## src/design/csl_pkg.sv

```systemverilog
`timescale 1ns / 1ps
`default_nettype none
// ----------------------------------------------------------------------------
// csl_pkg
// Shared widths, constants and register indexes of the cascaded servo loop.
// ----------------------------------------------------------------------------
package csl_pkg;

	localparam int PRODUCT_SHIFT = 8;
	localparam int POS_W         = 24;
	localparam int CMD_W         = 16;
	localparam int LIM_W         = 15;
	localparam int PWM_W         = 8;
	localparam int CFG_IDX_W     = 3;
	localparam int CFG_DATA_W    = 16;

	localparam logic [15:0] OVERLOAD_LIMIT_RST = 16'd1000;

	typedef enum logic [CFG_IDX_W-1:0] {
		REG_MODE           = 3'd0,
		REG_SPEED_LIMIT    = 3'd1,
		REG_TORQUE_LIMIT   = 3'd2,
		REG_SPEED_GAIN     = 3'd3,
		REG_PROP_GAIN      = 3'd4,
		REG_INTEG_GAIN     = 3'd5,
		REG_EMF_GAIN       = 3'd6,
		REG_OVERLOAD_LIMIT = 3'd7
	} cfg_reg_t;

	typedef enum logic [1:0] {
		MODE_VOLTAGE  = 2'd0,
		MODE_TORQUE   = 2'd1,
		MODE_VELOCITY = 2'd2,
		MODE_POSITION = 2'd3
	} mode_t;

endpackage
`default_nettype wire

```

## src/design/cascaded_servo_loop.sv

```systemverilog
`timescale 1ns / 1ps
`default_nettype none
// ----------------------------------------------------------------------------
// cascaded_servo_loop
// Position / velocity / torque servo with one shared bit-serial multiplier.
//
// One input word is a control tick: position, target_position and
// direct_command. Each tick yields one output word with complementary pwm
// duties, the torque clamp flags and the fault flag. Registers are written
// on the cfg channel (cfg_index, cfg_data); the user must write them only
// while the block is idle, which the block does not enforce; cfg_ready
// is always high. On the way to out_valid a tick uses no multiply in
// voltage mode or with the fault latched, the emf multiply in torque mode,
// and the speed, proportional, integral and emf multiplies in velocity and
// position modes (a tick that trips the fault skips the emf one). Each
// multiply runs in a radix-2 shift-and-add unit, one multiplier bit per cycle.
// A new tick is accepted in the cycle after the previous result is loaded into
// the output register, even while that result waits for out_ready; a held
// result stalls the sequencer only when the next result is ready to load.
// Reset clears the loop state, the fault latch and the registers
// (overload_limit resets to 1000).
// ----------------------------------------------------------------------------
module cascaded_servo_loop (
	input  wire                               clk,
	input  wire                               arst_n,
	input  wire                               in_valid,
	output logic                              in_ready,
	input  wire logic signed [csl_pkg::POS_W-1:0] position,
	input  wire logic signed [csl_pkg::POS_W-1:0] target_position,
	input  wire logic signed [csl_pkg::CMD_W-1:0] direct_command,
	output logic                              out_valid,
	input  wire                               out_ready,
	output logic [csl_pkg::PWM_W-1:0]         pwm_a,
	output logic [csl_pkg::PWM_W-1:0]         pwm_b,
	output logic                              clamp_low,
	output logic                              clamp_high,
	output logic                              fault,
	input  wire                               cfg_valid,
	output logic                              cfg_ready,
	input  wire [csl_pkg::CFG_IDX_W-1:0]      cfg_index,
	input  wire [csl_pkg::CFG_DATA_W-1:0]     cfg_data
);
	import csl_pkg::*;

	typedef enum logic [3:0] {
		S_IDLE, S_VEL, S_MUL, S_ERR, S_Z1, S_Z, S_EMF, S_DRV
	} state_t;

	function automatic logic signed [15:0] sat16(input logic signed [31:0] x);
		if (x > 32'sd32767) begin
			return 16'sh7FFF;
		end else if (x < -32'sd32768) begin
			return 16'sh8000;
		end else begin
			return x[15:0];
		end
	endfunction

	// configuration registers
	logic [1:0]         mode_q;
	logic [LIM_W-1:0]   speed_limit_q;
	logic [LIM_W-1:0]   torque_limit_q;
	logic signed [15:0] speed_gain_q;
	logic signed [15:0] prop_gain_q;
	logic signed [15:0] integ_gain_q;
	logic signed [15:0] emf_gain_q;
	logic [15:0]        overload_limit_q;

	assign cfg_ready = 1'b1;

	always_ff @(posedge clk or negedge arst_n) begin
		if (!arst_n) begin
			mode_q           <= '0;
			speed_limit_q    <= '0;
			torque_limit_q   <= '0;
			speed_gain_q     <= '0;
			prop_gain_q      <= '0;
			integ_gain_q     <= '0;
			emf_gain_q       <= '0;
			overload_limit_q <= OVERLOAD_LIMIT_RST;
		end else if (cfg_valid) begin
			unique case (cfg_reg_t'(cfg_index))
				REG_MODE:           mode_q           <= cfg_data[1:0];
				REG_SPEED_LIMIT:    speed_limit_q    <= cfg_data[LIM_W-1:0];
				REG_TORQUE_LIMIT:   torque_limit_q   <= cfg_data[LIM_W-1:0];
				REG_SPEED_GAIN:     speed_gain_q     <= cfg_data;
				REG_PROP_GAIN:      prop_gain_q      <= cfg_data;
				REG_INTEG_GAIN:     integ_gain_q     <= cfg_data;
				REG_EMF_GAIN:       emf_gain_q       <= cfg_data;
				REG_OVERLOAD_LIMIT: overload_limit_q <= cfg_data;
				default: ;
			endcase
		end
	end

	// datapath and sequencer registers
	state_t             state_q, ret_q;
	logic signed [POS_W-1:0] pos_q, tgt_q, prev_q;
	logic signed [15:0] cmd_q, vel_q, t_q, err_q, p2_q, integ_q;
	logic [15:0]        timer_q;
	logic               fault_q, neutral_q, trip_q, lo_q, hi_q;
	logic signed [15:0] mul_a_q;
	logic signed [16:0] acc_hi_q;
	logic [15:0]        acc_lo_q;
	logic [3:0]         cnt_q;
	logic               out_valid_q;
	logic [PWM_W-1:0]   pwm_a_q, pwm_b_q;
	logic               clamp_low_q, clamp_high_q, fault_out_q;
	logic               load_out;

	assign in_ready   = (state_q == S_IDLE);
	assign load_out   = (state_q == S_DRV) && (!out_valid_q || out_ready);
	assign out_valid  = out_valid_q;
	assign pwm_a      = pwm_a_q;
	assign pwm_b      = pwm_b_q;
	assign clamp_low  = clamp_low_q;
	assign clamp_high = clamp_high_q;
	assign fault      = fault_out_q;

	// serial multiplier step, last bit carries negative weight
	logic signed [17:0] a_ext, addend, step_sum;
	logic signed [31:0] prod_full;
	logic signed [15:0] mq;

	always_comb begin
		a_ext     = {{2{mul_a_q[15]}}, mul_a_q};
		addend    = '0;
		if (acc_lo_q[0]) begin
			addend = (cnt_q == 4'd15) ? -a_ext : a_ext;
		end
		step_sum  = {acc_hi_q[16], acc_hi_q} + addend;
		prod_full = {acc_hi_q[15:0], acc_lo_q};
		mq        = sat16(prod_full >>> PRODUCT_SHIFT);
	end

	// velocity and position error
	logic signed [POS_W:0] vel_diff, pos_err;
	logic signed [POS_W:0] slim_p, slim_n;
	logic signed [15:0]    vel_n, t_n;

	always_comb begin
		vel_diff = {pos_q[POS_W-1], pos_q} - {prev_q[POS_W-1], prev_q};
		if (vel_diff > 25'sd32767) begin
			vel_n = 16'sh7FFF;
		end else if (vel_diff < -25'sd32768) begin
			vel_n = 16'sh8000;
		end else begin
			vel_n = vel_diff[15:0];
		end
		pos_err = {tgt_q[POS_W-1], tgt_q} - {pos_q[POS_W-1], pos_q};
		slim_p  = $signed({{(POS_W+1-LIM_W){1'b0}}, speed_limit_q});
		slim_n  = -slim_p;
		priority if (mode_q != MODE_POSITION) begin
			t_n = cmd_q;
		end else if (pos_err >= slim_p) begin
			t_n = slim_p[15:0];
		end else if (pos_err <= slim_n) begin
			t_n = slim_n[15:0];
		end else begin
			t_n = pos_err[15:0];
		end
	end

	// torque clamp, anti-windup and overload timer
	logic signed [15:0] tlim_p, tlim_n, z_sat, z_n, integ_n, err_n;
	logic               lo_n, hi_n, check_n, trip_n;
	logic [16:0]        timer_up;
	logic [15:0]        timer_n;

	always_comb begin
		err_n   = sat16(32'(t_q) - 32'(mq));
		tlim_p  = $signed({1'b0, torque_limit_q});
		tlim_n  = -tlim_p;
		z_sat   = sat16(32'(p2_q) + 32'(mq));
		z_n     = z_sat;
		hi_n    = (z_sat >= tlim_p);
		if (hi_n) begin
			z_n = tlim_p;
		end
		lo_n    = (z_n <= tlim_n);
		if (lo_n) begin
			z_n = tlim_n;
		end
		integ_n = integ_q;
		if ((err_q[15] && !lo_n) || (!err_q[15] && !hi_n)) begin
			integ_n = sat16(32'(integ_q) + 32'(err_q));
		end
		timer_up = {1'b0, timer_q} + 17'd3;
		check_n  = 1'b1;
		priority if (lo_n || hi_n) begin
			timer_n = timer_up[16] ? 16'hFFFF : timer_up[15:0];
		end else if (timer_q == '0) begin
			timer_n = timer_q;
			check_n = 1'b0;
		end else begin
			timer_n = timer_q - 16'd1;
		end
		trip_n = check_n && (timer_n >= overload_limit_q);
	end

	// drive clip and halving
	logic signed [15:0] t_emf;
	logic signed [15:0] half;
	logic signed [7:0]  v_n;

	always_comb begin
		t_emf = sat16(32'(t_q) + 32'(mq));
		half  = (t_q + {15'd0, t_q[15]}) >>> 1;
		priority if (neutral_q) begin
			v_n = '0;
		end else if (t_q >= 16'sd240) begin
			v_n = 8'sd120;
		end else if (t_q < -16'sd240) begin
			v_n = -8'sd120;
		end else begin
			v_n = half[7:0];
		end
	end

	always_ff @(posedge clk or negedge arst_n) begin
		if (!arst_n) begin
			state_q      <= S_IDLE;
			ret_q        <= S_IDLE;
			prev_q       <= '0;
			integ_q      <= '0;
			timer_q      <= '0;
			fault_q      <= 1'b0;
			neutral_q    <= 1'b0;
			trip_q       <= 1'b0;
			lo_q         <= 1'b0;
			hi_q         <= 1'b0;
			cnt_q        <= '0;
			out_valid_q  <= 1'b0;
			pwm_a_q      <= '0;
			pwm_b_q      <= '0;
			clamp_low_q  <= 1'b0;
			clamp_high_q <= 1'b0;
			fault_out_q  <= 1'b0;
		end else begin
			if (load_out) begin
				out_valid_q <= 1'b1;
			end else if (out_ready) begin
				out_valid_q <= 1'b0;
			end
			unique case (state_q)
				S_IDLE: begin
					if (in_valid) begin
						pos_q     <= position;
						tgt_q     <= target_position;
						cmd_q     <= direct_command;
						neutral_q <= 1'b0;
						trip_q    <= 1'b0;
						lo_q      <= 1'b0;
						hi_q      <= 1'b0;
						state_q   <= S_VEL;
					end
				end
				S_VEL: begin
					vel_q  <= vel_n;
					t_q    <= t_n;
					prev_q <= pos_q;
					if (fault_q) begin
						neutral_q <= 1'b1;
						state_q   <= S_DRV;
					end else if (mode_q >= MODE_VELOCITY) begin
						mul_a_q  <= vel_n;
						acc_hi_q <= '0;
						acc_lo_q <= speed_gain_q;
						cnt_q    <= '0;
						ret_q    <= S_ERR;
						state_q  <= S_MUL;
					end else if (mode_q == MODE_TORQUE) begin
						mul_a_q  <= vel_n;
						acc_hi_q <= '0;
						acc_lo_q <= emf_gain_q;
						cnt_q    <= '0;
						ret_q    <= S_EMF;
						state_q  <= S_MUL;
					end else begin
						state_q <= S_DRV;
					end
				end
				S_MUL: begin
					acc_hi_q <= step_sum[17:1];
					acc_lo_q <= {step_sum[0], acc_lo_q[15:1]};
					cnt_q    <= cnt_q + 4'd1;
					if (cnt_q == 4'd15) begin
						state_q <= ret_q;
					end
				end
				S_ERR: begin
					err_q    <= err_n;
					mul_a_q  <= err_n;
					acc_hi_q <= '0;
					acc_lo_q <= prop_gain_q;
					ret_q    <= S_Z1;
					state_q  <= S_MUL;
				end
				S_Z1: begin
					p2_q     <= mq;
					mul_a_q  <= integ_q;
					acc_hi_q <= '0;
					acc_lo_q <= integ_gain_q;
					ret_q    <= S_Z;
					state_q  <= S_MUL;
				end
				S_Z: begin
					lo_q <= lo_n;
					hi_q <= hi_n;
					t_q  <= z_n;
					if (trip_n) begin
						fault_q   <= 1'b1;
						integ_q   <= '0;
						timer_q   <= '0;
						trip_q    <= 1'b1;
						neutral_q <= 1'b1;
						state_q   <= S_DRV;
					end else begin
						integ_q  <= integ_n;
						timer_q  <= timer_n;
						mul_a_q  <= vel_q;
						acc_hi_q <= '0;
						acc_lo_q <= emf_gain_q;
						ret_q    <= S_EMF;
						state_q  <= S_MUL;
					end
				end
				S_EMF: begin
					t_q     <= t_emf;
					state_q <= S_DRV;
				end
				S_DRV: begin
					if (load_out) begin
						pwm_a_q      <= 8'(8'sd120 + v_n);
						pwm_b_q      <= 8'(8'sd120 - v_n);
						clamp_low_q  <= lo_q;
						clamp_high_q <= hi_q;
						fault_out_q  <= fault_q;
						state_q      <= S_IDLE;
					end
				end
				default: state_q <= S_IDLE;
			endcase
		end
	end

	// both clamp flags only when the torque limit is zero
	a_clamp_both: assert property (@(posedge clk) disable iff (!arst_n)
		out_valid && clamp_low && clamp_high |-> torque_limit_q == '0)
		else $error("both clamp flags with nonzero torque limit");

	// complementary duties always sum to full scale
	a_pwm_sum: assert property (@(posedge clk) disable iff (!arst_n)
		out_valid |-> (9'(pwm_a) + 9'(pwm_b)) == 9'd240)
		else $error("pwm duties not complementary");

	// fault word drives neutral
	a_fault_neutral: assert property (@(posedge clk) disable iff (!arst_n)
		out_valid && fault |-> pwm_a == 8'd120 && pwm_b == 8'd120)
		else $error("fault word without neutral drive");

	// fault latch holds until reset
	a_fault_hold: assert property (@(posedge clk) disable iff (!arst_n)
		fault_q |=> fault_q)
		else $error("fault latch released");

	// a trip clears the loop state
	a_trip_clear: assert property (@(posedge clk) disable iff (!arst_n)
		state_q == S_Z && trip_n |=> integ_q == '0 && timer_q == '0 && trip_q)
		else $error("trip did not clear integrator and timer");

endmodule
`default_nettype wire
```

## config.mk

```make
export PLATFORM = sky130hd
export DESIGN_NAME = cascaded_servo_loop
export DESIGN_NICKNAME = d
export VERILOG_FILES = /design/src/design/csl_pkg.sv /design/src/design/cascaded_servo_loop.sv
export SDC_FILE = /design/constraint.sdc
export NUM_CORES = 1
export LEC_CHECK = 0
export BUFFER_PORTS_ARGS = -buffer_cell sky130_fd_sc_hd__buf_2
export CAP_MARGIN = 20
export CORE_UTILIZATION = 55
export CTS_BUF_LIST = sky130_fd_sc_hd__clkbuf_8 sky130_fd_sc_hd__clkbuf_16
export DETAILED_ROUTE_END_ITERATION = 10
export PLACE_DENSITY = 0.71
export SYNTH_ARGS = -nofsm -noshare
export SYNTH_HDL_FRONTEND = slang
export SYNTH_SLANG_ARGS = --single-unit
```

## constraint.sdc

```tcl
create_clock -name clk -period 11.2 [get_ports clk]
set_input_delay 2.24 -clock clk [delete_from_list [all_inputs] [get_ports clk]]
set_output_delay 2.24 -clock clk [all_outputs]
set_load 0.005 [all_outputs]
```

* Word level (Yosys, flattened, before mapping)
Index checks and enable logic that the tools add are counted.
** Word-level totals
- Output and inout port bits :: 22
- Input bits :: 88
- Flip-flop bits (word level) :: 381
- Logic and storage cells :: 214
** Operators by class
- Equal/unequal tests :: 25
- Reduce and logical (&&, ||, !) cells :: 48
- Add/subtract/negate cells :: 16
- Multiplexer cells :: 71
- $lt $le $gt $ge :: 20
** Operator list (count)
- 16-bit two-way mux :: 31
- 16-bit one-hot mux with 5 select lines :: 1
- 17-bit by 16-bit > comparator with 1-bit output (second input constant) :: 4
- 17-bit by 16-bit less-than comparator with 1-bit output (second input constant) :: 4
- 17-bit two-way mux :: 4
- 17-bit one-hot mux with 4 select lines :: 1
- 16-bit one-hot mux with 4 select lines :: 1
- 16-bit by 16-bit adder with 17-bit output :: 3
- 24-bit by 24-bit subtractor with 25-bit output :: 2
- 16-bit one-hot mux with 3 select lines :: 1
- 4-bit two-way mux :: 10
- 18-bit two-way mux :: 2
- 16-bit greater-or-equal comparator :: 2
- 2-bit AND reduction :: 16
- 4-bit one-hot mux with 7 select lines :: 1
- 25-bit by 16-bit greater-or-equal comparator with 1-bit output :: 1
- 25-bit by 16-bit > comparator with 1-bit output (second input constant) :: 1
- 25-bit <= comparator :: 1
- 25-bit by 16-bit less-than comparator with 1-bit output (second input constant) :: 1
- 15-bit negator with 25-bit output :: 1
- 24-bit by 16-bit > comparator with 1-bit output (second input constant) :: 1
- 24-bit by 16-bit less-than comparator with 1-bit output (second input constant) :: 1
- 8-bit two-way mux :: 3
- 18-bit adder :: 1
- 43 further kinds :: 86

* Longest topological paths before layout
- Depth after elaboration :: 16
- Depth in mapped cells :: 49
- Gate-level depth less buffers :: 44

* Worst setup path after synthesis
No wires, ideal clock.
- Path kind :: register to register
- Start point :: register acc_hi_q[14]
- End point :: register acc_lo_q[0] (enable)
- Required time :: 10787 ps
- Library setup time :: 413 ps
- Path buffers :: 5
- Stages on the path, launching flop included :: 46
- Period minus slack after synthesis :: 10518 ps
- Setup slack :: 682 ps
- Arrival :: 10105 ps
- Cells stage by stage :: edfxtp_1 -> nor4_1 -> a21oi_1 -> clkbuf_1 -> o21a_1 -> ha_1 -> inv_1 -> fa_1 -> nor2b_1 -> o31a_1 -> o31ai_1 -> nor3_1 -> o21a_1 -> clkbuf_1 -> maj3_1 -> ha_1 -> and3_1 -> a221oi_1 -> (+10 left out) -> a31oi_1 -> o221a_2 -> o21ai_0 -> clkbuf_1 -> nand2_1 -> o21ai_0 -> mux2_2 -> ha_1 -> nand2b_1 -> a21o_1 -> a21o_1 -> a21oi_1 -> o22ai_1 -> o21ai_0 -> o21ai_0 -> nand2_1 -> nor2_1 -> nor3b_1
** Between the ends
- Word-level cells in the longest chain between the ends :: 16
- Elaborated cells on any way between the ends :: 19
- Classes of those cells :: add/sub (1); order compare (7); eq/ne (1); mux (7); reduce/logical (3)
** RTL lines
- start: declaration :: line cascaded_servo_loop.sv:103 : logic signed [16:0] acc_hi_q;
- start signal: assignment :: line cascaded_servo_loop.sv:284 : acc_hi_q <= step_sum[17:1];
- 24-bit by 16-bit less-than comparator with 1-bit output :: line cascaded_servo_loop.sv:52 : end else if (x < -32'sd32768) begin
- 16-bit two-way mux :: line cascaded_servo_loop.sv:52
- 16-bit two-way mux (*) :: line cascaded_servo_loop.sv:50 : if (x > 32'sd32767) begin
- net mq[0] :: line cascaded_servo_loop.sv:123 : logic signed [15:0] mq;
- 16-bit by 16-bit adder with 17-bit output (*) :: line cascaded_servo_loop.sv:174 : z_sat = sat16(32'(p2_q) + 32'(mq));
- 17-bit by 16-bit less-than comparator with 1-bit output :: line cascaded_servo_loop.sv:52
- 16-bit two-way mux :: line cascaded_servo_loop.sv:52
- 16-bit two-way mux (*) :: line cascaded_servo_loop.sv:50
- 16-bit greater-or-equal comparator :: line cascaded_servo_loop.sv:176 : hi_n = (z_sat >= tlim_p);
- 16-bit two-way mux :: line cascaded_servo_loop.sv:177 : if (hi_n) begin
- 16-bit <= comparator :: line cascaded_servo_loop.sv:180 : lo_n = (z_n <= tlim_n);
- 1-bit logical OR (*) :: line cascaded_servo_loop.sv:190 : priority if (lo_n || hi_n) begin
- 16-bit two-way mux :: line cascaded_servo_loop.sv:190
- 16-bit greater-or-equal comparator :: line cascaded_servo_loop.sv:198 : trip_n = check_n && (timer_n >= overload_limit_q);
- 1-bit logical AND (*) :: line cascaded_servo_loop.sv:198
- 2-bit != test (no line) (*)
- 5-bit AND reduction (no line) (*)
- end signal: assignment :: line cascaded_servo_loop.sv:268 : acc_lo_q <= speed_gain_q;
- end signal: assignment :: line cascaded_servo_loop.sv:275 : acc_lo_q <= emf_gain_q;
- end signal: assignment :: line cascaded_servo_loop.sv:285 : acc_lo_q <= {step_sum[0], acc_lo_q[15:1]};
- end: declaration :: line cascaded_servo_loop.sv:104 : logic [15:0] acc_lo_q;
Mark *: on every way through the listed nets, which the timed path passes. The rest lies on a longest branch.
A chain may end at the register's enable or synchronous reset.

* Worst setup path in the final report
- Start point :: register acc_hi_q[14]
- End point :: register mul_a_q[0] (enable)
** Between the ends
- Word-level cells in the longest chain between the ends :: 16
- Elaborated cells on any way between the ends :: 19
- Classes of those cells :: add/sub (1); order compare (7); eq/ne (1); mux (7); reduce/logical (3)
** RTL lines
- 24-bit by 16-bit less-than comparator with 1-bit output :: line cascaded_servo_loop.sv:52
- 16-bit two-way mux :: line cascaded_servo_loop.sv:52
- 16-bit two-way mux (*) :: line cascaded_servo_loop.sv:50
- net mq[8] :: line cascaded_servo_loop.sv:123
- 16-bit by 16-bit adder with 17-bit output (*) :: line cascaded_servo_loop.sv:174
- 17-bit by 16-bit less-than comparator with 1-bit output :: line cascaded_servo_loop.sv:52
- 16-bit two-way mux :: line cascaded_servo_loop.sv:52
- 16-bit two-way mux (*) :: line cascaded_servo_loop.sv:50
- 16-bit greater-or-equal comparator :: line cascaded_servo_loop.sv:176
- 16-bit two-way mux :: line cascaded_servo_loop.sv:177
- 16-bit <= comparator :: line cascaded_servo_loop.sv:180
- 1-bit logical OR (*) :: line cascaded_servo_loop.sv:190
- 16-bit two-way mux :: line cascaded_servo_loop.sv:190
- 16-bit greater-or-equal comparator :: line cascaded_servo_loop.sv:198
- 1-bit logical AND (*) :: line cascaded_servo_loop.sv:198
- 2-bit != test (no line) (*)
- 5-bit AND reduction (no line) (*)
- end signal: assignment :: line cascaded_servo_loop.sv:266 : mul_a_q <= vel_n;
- end signal: assignment :: line cascaded_servo_loop.sv:273 : mul_a_q <= vel_n;
- end signal: assignment :: line cascaded_servo_loop.sv:293 : mul_a_q <= err_n;
- end: declaration :: line cascaded_servo_loop.sv:102 : logic signed [15:0] mul_a_q;
Marked as above.

==> Implementation_results.wiki <==
{| class="wikitable"
! Metric !! Value
|-
| Period utilisation layout || 0.938
|-
| Tot GR Track Use || 0.323
|-
| CP max stage cell || sky130_fd_sc_hd__a2111oi_0
|-
| Clock latency on the worst-skew pair || 600 ps
|-
| Post-synthesis instance total || 2865
|-
| Relative slew margins || 0.199
|-
| Final Total Pwr || 9.58 mW
|-
| Final-report setup violation count || 0
|-
| Area delta synth->final || 10.1%
|-
| Wire length per cell || 22.5 um
|-
| Setup Total Neg Slack || 0 ps
|-
| X dimension of the die || 223 um
|-
| Remaining design rule violation count || 0
|-
| Buffer depth of the longest clock path || 3
|-
| Launch instance of the worst min-delay path || clamp_high
|-
| Number of CTS-inserted buffers || 43
|-
| Kind of end point of the critical path || flip-flop
|-
| Cell family contributing the most delay on the critical path || compound AO/OA/AOI/OAI gates
|-
| Core Rows || 80
|-
| Cell count after placement || around 3500
|-
| Core box area || 0.0479 mm^2
|-
| Initial Util || 0.561
|-
| Count of distinct cell types in the synthesized netlist || a little over 90
|-
| Worst Setup SP || acc_hi_q[14]
|-
| Critical path startpoint category || flip-flop
|-
| Number of clock sinks || 378
|-
| CTS root buffer || sky130_fd_sc_hd__clkbuf_16
|-
| Routability congestion estimate from global placement || ~0.96
|-
| Share of post-route cells with drive strength above 1 || 0.129
|-
| Primary flip-flop cell chosen by synthesis mapping || sky130_fd_sc_hd__dfrtp_1
|-
| Die extent in y || 223 um
|-
| Utilization after layout || 0.617
|-
| Beginning of the worst register-to-register path || acc_hi_q[14]
|-
| Max IR drop VDD || between 0.00015 and 0.0002 V
|-
| DRT antenna net count || 0
|-
| Global-route congestion overflow total || 0
|-
| Count of buffers inserted at the top-level ports || 108
|-
| Critical path class || flip-flop to flip-flop
|-
| Library cell appearing most often on the critical path || sky130_fd_sc_hd__o21ai_0
|-
| Number of register bits inferred by synthesis || around 380
|-
| Fin. Hold Viols || 0
|-
| Die area || ~0.05 mm^2
|-
| Power per Cell Area || 324 mW/mm^2
|-
| Hold slack final || 465 ps
|-
| Async set-or-reset flop fraction in the synthesized netlist || 0.532
|-
| Detail Placement HPWL || about 61000 um
|-
| Slew at the pin closest to its max-slew limit || 1200 ps
|-
| Max-cap violations || 0
|-
| Via count || 22723
|-
| Highest cell delay on the worst timing path || 460 ps
|-
| Finished Layout Cells || between 3000 and 4000
|-
| Classification of the worst-slack hold path || flip-flop to flip-flop
|-
| Clock transition at the registers of the reported paths || 60 ps
|-
| Largest net degree at the start of global routing || 81
|-
| Top area cells in the synthesized netlist || sky130_fd_sc_hd__edfxtp_1 (20%), sky130_fd_sc_hd__dfrtp_1 (18%), sky130_fd_sc_hd__ha_1 (11%)
|-
| Net count reported at finish || 3263
|-
| Syn Nets || 3187
|-
| Run status || finished clean
|-
| Number of global-route vias before repair || 22075
|-
| Max Transition Viols Final || 0
|-
| Detailed-route wire length || slightly above 80000 um
|-
| Post-synth top area share || 0.198
|-
| First-pass DRT Iterations || 7
|-
| Number of top-level pins || 110
|-
| Count of yosys warnings during synthesis || 0
|-
| Cell type contributing the most total cell area after synthesis || sky130_fd_sc_hd__edfxtp_1
|-
| Leakage dissipation || 12.7 nW
|-
| Critical path buffers and inverters || 4
|-
| Avg Inst Size Synth || 9.39 um^2
|-
| Post-CTS Hold Buffers || 0
|-
| Count of H-tree levels built during CTS || 2
|-
| Wire length of the first global-routing pass || 125000 um
|-
| Critical path arrival || 10780 ps
|-
| Minimum clock period || 10510 ps
|-
| Final worst clock skew || 27.7 ps
|-
| Initial antenna violation count || 0
|-
| Fmax || 95.2 MHz
|-
| RSZ-0062 raised after global routing || no
|-
| Worst path required time || roughly 11000 ps
|-
| Highest net fanout along the worst path || 21
|-
| Number of synthesized flops with an enable pin || between 150 and 200
|-
| TritonCTS clock tree || done
|-
| Post-DR vias/cell || about 6.3
|-
| Sequential-to-total area share from yosys stat || 0.385
|-
| Initial DRC count || 2153
|-
| Synthesized area || 0.0269 mm^2
|}
==> cells in the final DEF (no fill, tap or decap), types with 27 or more instances in the layout <==
cell type	n
sky130_fd_sc_hd__a21o_1	52
sky130_fd_sc_hd__a21oi_1	181
sky130_fd_sc_hd__a31oi_1	27
sky130_fd_sc_hd__and2_1	29
sky130_fd_sc_hd__and3_1	28
sky130_fd_sc_hd__buf_2	108
sky130_fd_sc_hd__buf_4	31
sky130_fd_sc_hd__clkbuf_16	47
sky130_fd_sc_hd__dfrtp_1	194
sky130_fd_sc_hd__edfxtp_1	177
sky130_fd_sc_hd__ha_1	227
sky130_fd_sc_hd__inv_1	189
sky130_fd_sc_hd__mux2_2	95
sky130_fd_sc_hd__mux2i_1	71
sky130_fd_sc_hd__nand2_1	272
sky130_fd_sc_hd__nand2b_1	31
sky130_fd_sc_hd__nand3_1	54
sky130_fd_sc_hd__nand4_1	34
sky130_fd_sc_hd__nor2_1	170
sky130_fd_sc_hd__nor2b_1	37
sky130_fd_sc_hd__nor3_1	59
sky130_fd_sc_hd__o21a_1	51
sky130_fd_sc_hd__o21ai_0	221
sky130_fd_sc_hd__o22ai_1	27
sky130_fd_sc_hd__xnor2_1	98
sky130_fd_sc_hd__xor2_1	45
==> state kept, by name, summed over array words and instances, names as in the netlist, 17 cells and up <==
name	cells
acc_hi_q	17
prev_q	24
pos_q	24
tgt_q	24
==> what timing repair did <==
action                                  CTS  global route
resized for setup                         0             8
endpoints found under the setup margin    0            88
setup buffers                             0             1
==> cells by family after synthesis <==
| kind of cell | after synthesis | synth area share |
|---|---|---|
| compound gates | 826 | 0.199 |
| fa+ha+maj | 241 | 0.113 |
| xor+xnor | 143 | 0.0466 |
| buf+inv | 298 | 0.0431 |
| simple gates | 812 | 0.146 |
| flops | 378 | 0.385 |
| other cells | 1 | 0.000139 |
| mux | 166 | 0.0662 |
==> where the power goes <==
part	leakage (nW)	total, mW	internal [mW]	switching [mW]
Sequential	4.09	2.26	1.94	0.318
Clock	0.773	1.47	0.867	0.603
Combinational	7.87	5.85	2.23	3.63
==> synth_stat cells, types with 45 or more instances <==
| library cell | n |
|---|---|
| sky130_fd_sc_hd__a21o_1 | 52 |
| sky130_fd_sc_hd__a21oi_1 | 183 |
| sky130_fd_sc_hd__clkbuf_1 | 91 |
| sky130_fd_sc_hd__dfrtp_1 | 195 |
| sky130_fd_sc_hd__edfxtp_1 | 177 |
| sky130_fd_sc_hd__ha_1 | 227 |
| sky130_fd_sc_hd__inv_1 | 180 |
| sky130_fd_sc_hd__mux2_2 | 95 |
| sky130_fd_sc_hd__mux2i_1 | 71 |
| sky130_fd_sc_hd__nand2_1 | 272 |
| sky130_fd_sc_hd__nand3_1 | 54 |
| sky130_fd_sc_hd__nor2_1 | 170 |
| sky130_fd_sc_hd__nor3_1 | 60 |
| sky130_fd_sc_hd__o21a_1 | 52 |
| sky130_fd_sc_hd__o21ai_0 | 223 |
| sky130_fd_sc_hd__xnor2_1 | 98 |
| sky130_fd_sc_hd__xor2_1 | 45 |
==> worst reg2reg max path: cells and delay by family (launching register included) <==
| kind | cells | cell delay (ps) |
|---|---|---|
| AOI/OAI and AO/OA | 24 | 5420 |
| DFF | 1 | 430 |
| and+or+nand+nor | 11 | 2070 |
| adders and majority gates | 4 | 1150 |
| buffers and inverters | 4 | 810 |
| muxes | 1 | 300 |
==> metal layers <==
layer  GRT usage  share of wire
met1       0.437           0.44
met2       0.517           0.46
met3      0.0603          0.072
met4       0.117          0.035
met5           0              0
==> per-stage QoR <==
step           area (um^2)  worst slack (ps)
3_5_place_dp         28000               353
6_report             29600               692
2_1_floorplan        26900               682
4_1_cts              29500               318
5_1_grt              29600              52.1
3_3_place_gp         28000               823
==> layout make-up <==
cell class | count | area (um^2)
clock inverter | 23 | 188
inverter | 183 | 687
multi-input combinational | 2189 | 15400
clock buffer | 56 | 1300
timing repair buffer | 146 | 865
antenna | 1 | 2.50
tap | 615 | 769
sequential | 378 | 10400
fill | 3992 | 18300
==> final timing paths <==
| kind | to | slack [ps] | cells after the start |
|---|---|---|---|
| max in group asynchronous | speed_gain_q[5] | 8060 | 2 |
| setup reg to reg | mul_a_q[0] | 690 | 44 |
| hold reg to reg | clamp_high | 460 | 2 |
| setup / recovery | mul_a_q[0] | 690 | 44 |
| min in group asynchronous | integ_q[5] | 1710 | 1 |
| hold / removal | clamp_high | 460 | 2 |
No activity file was read; power rests on OpenSTA's default activity.
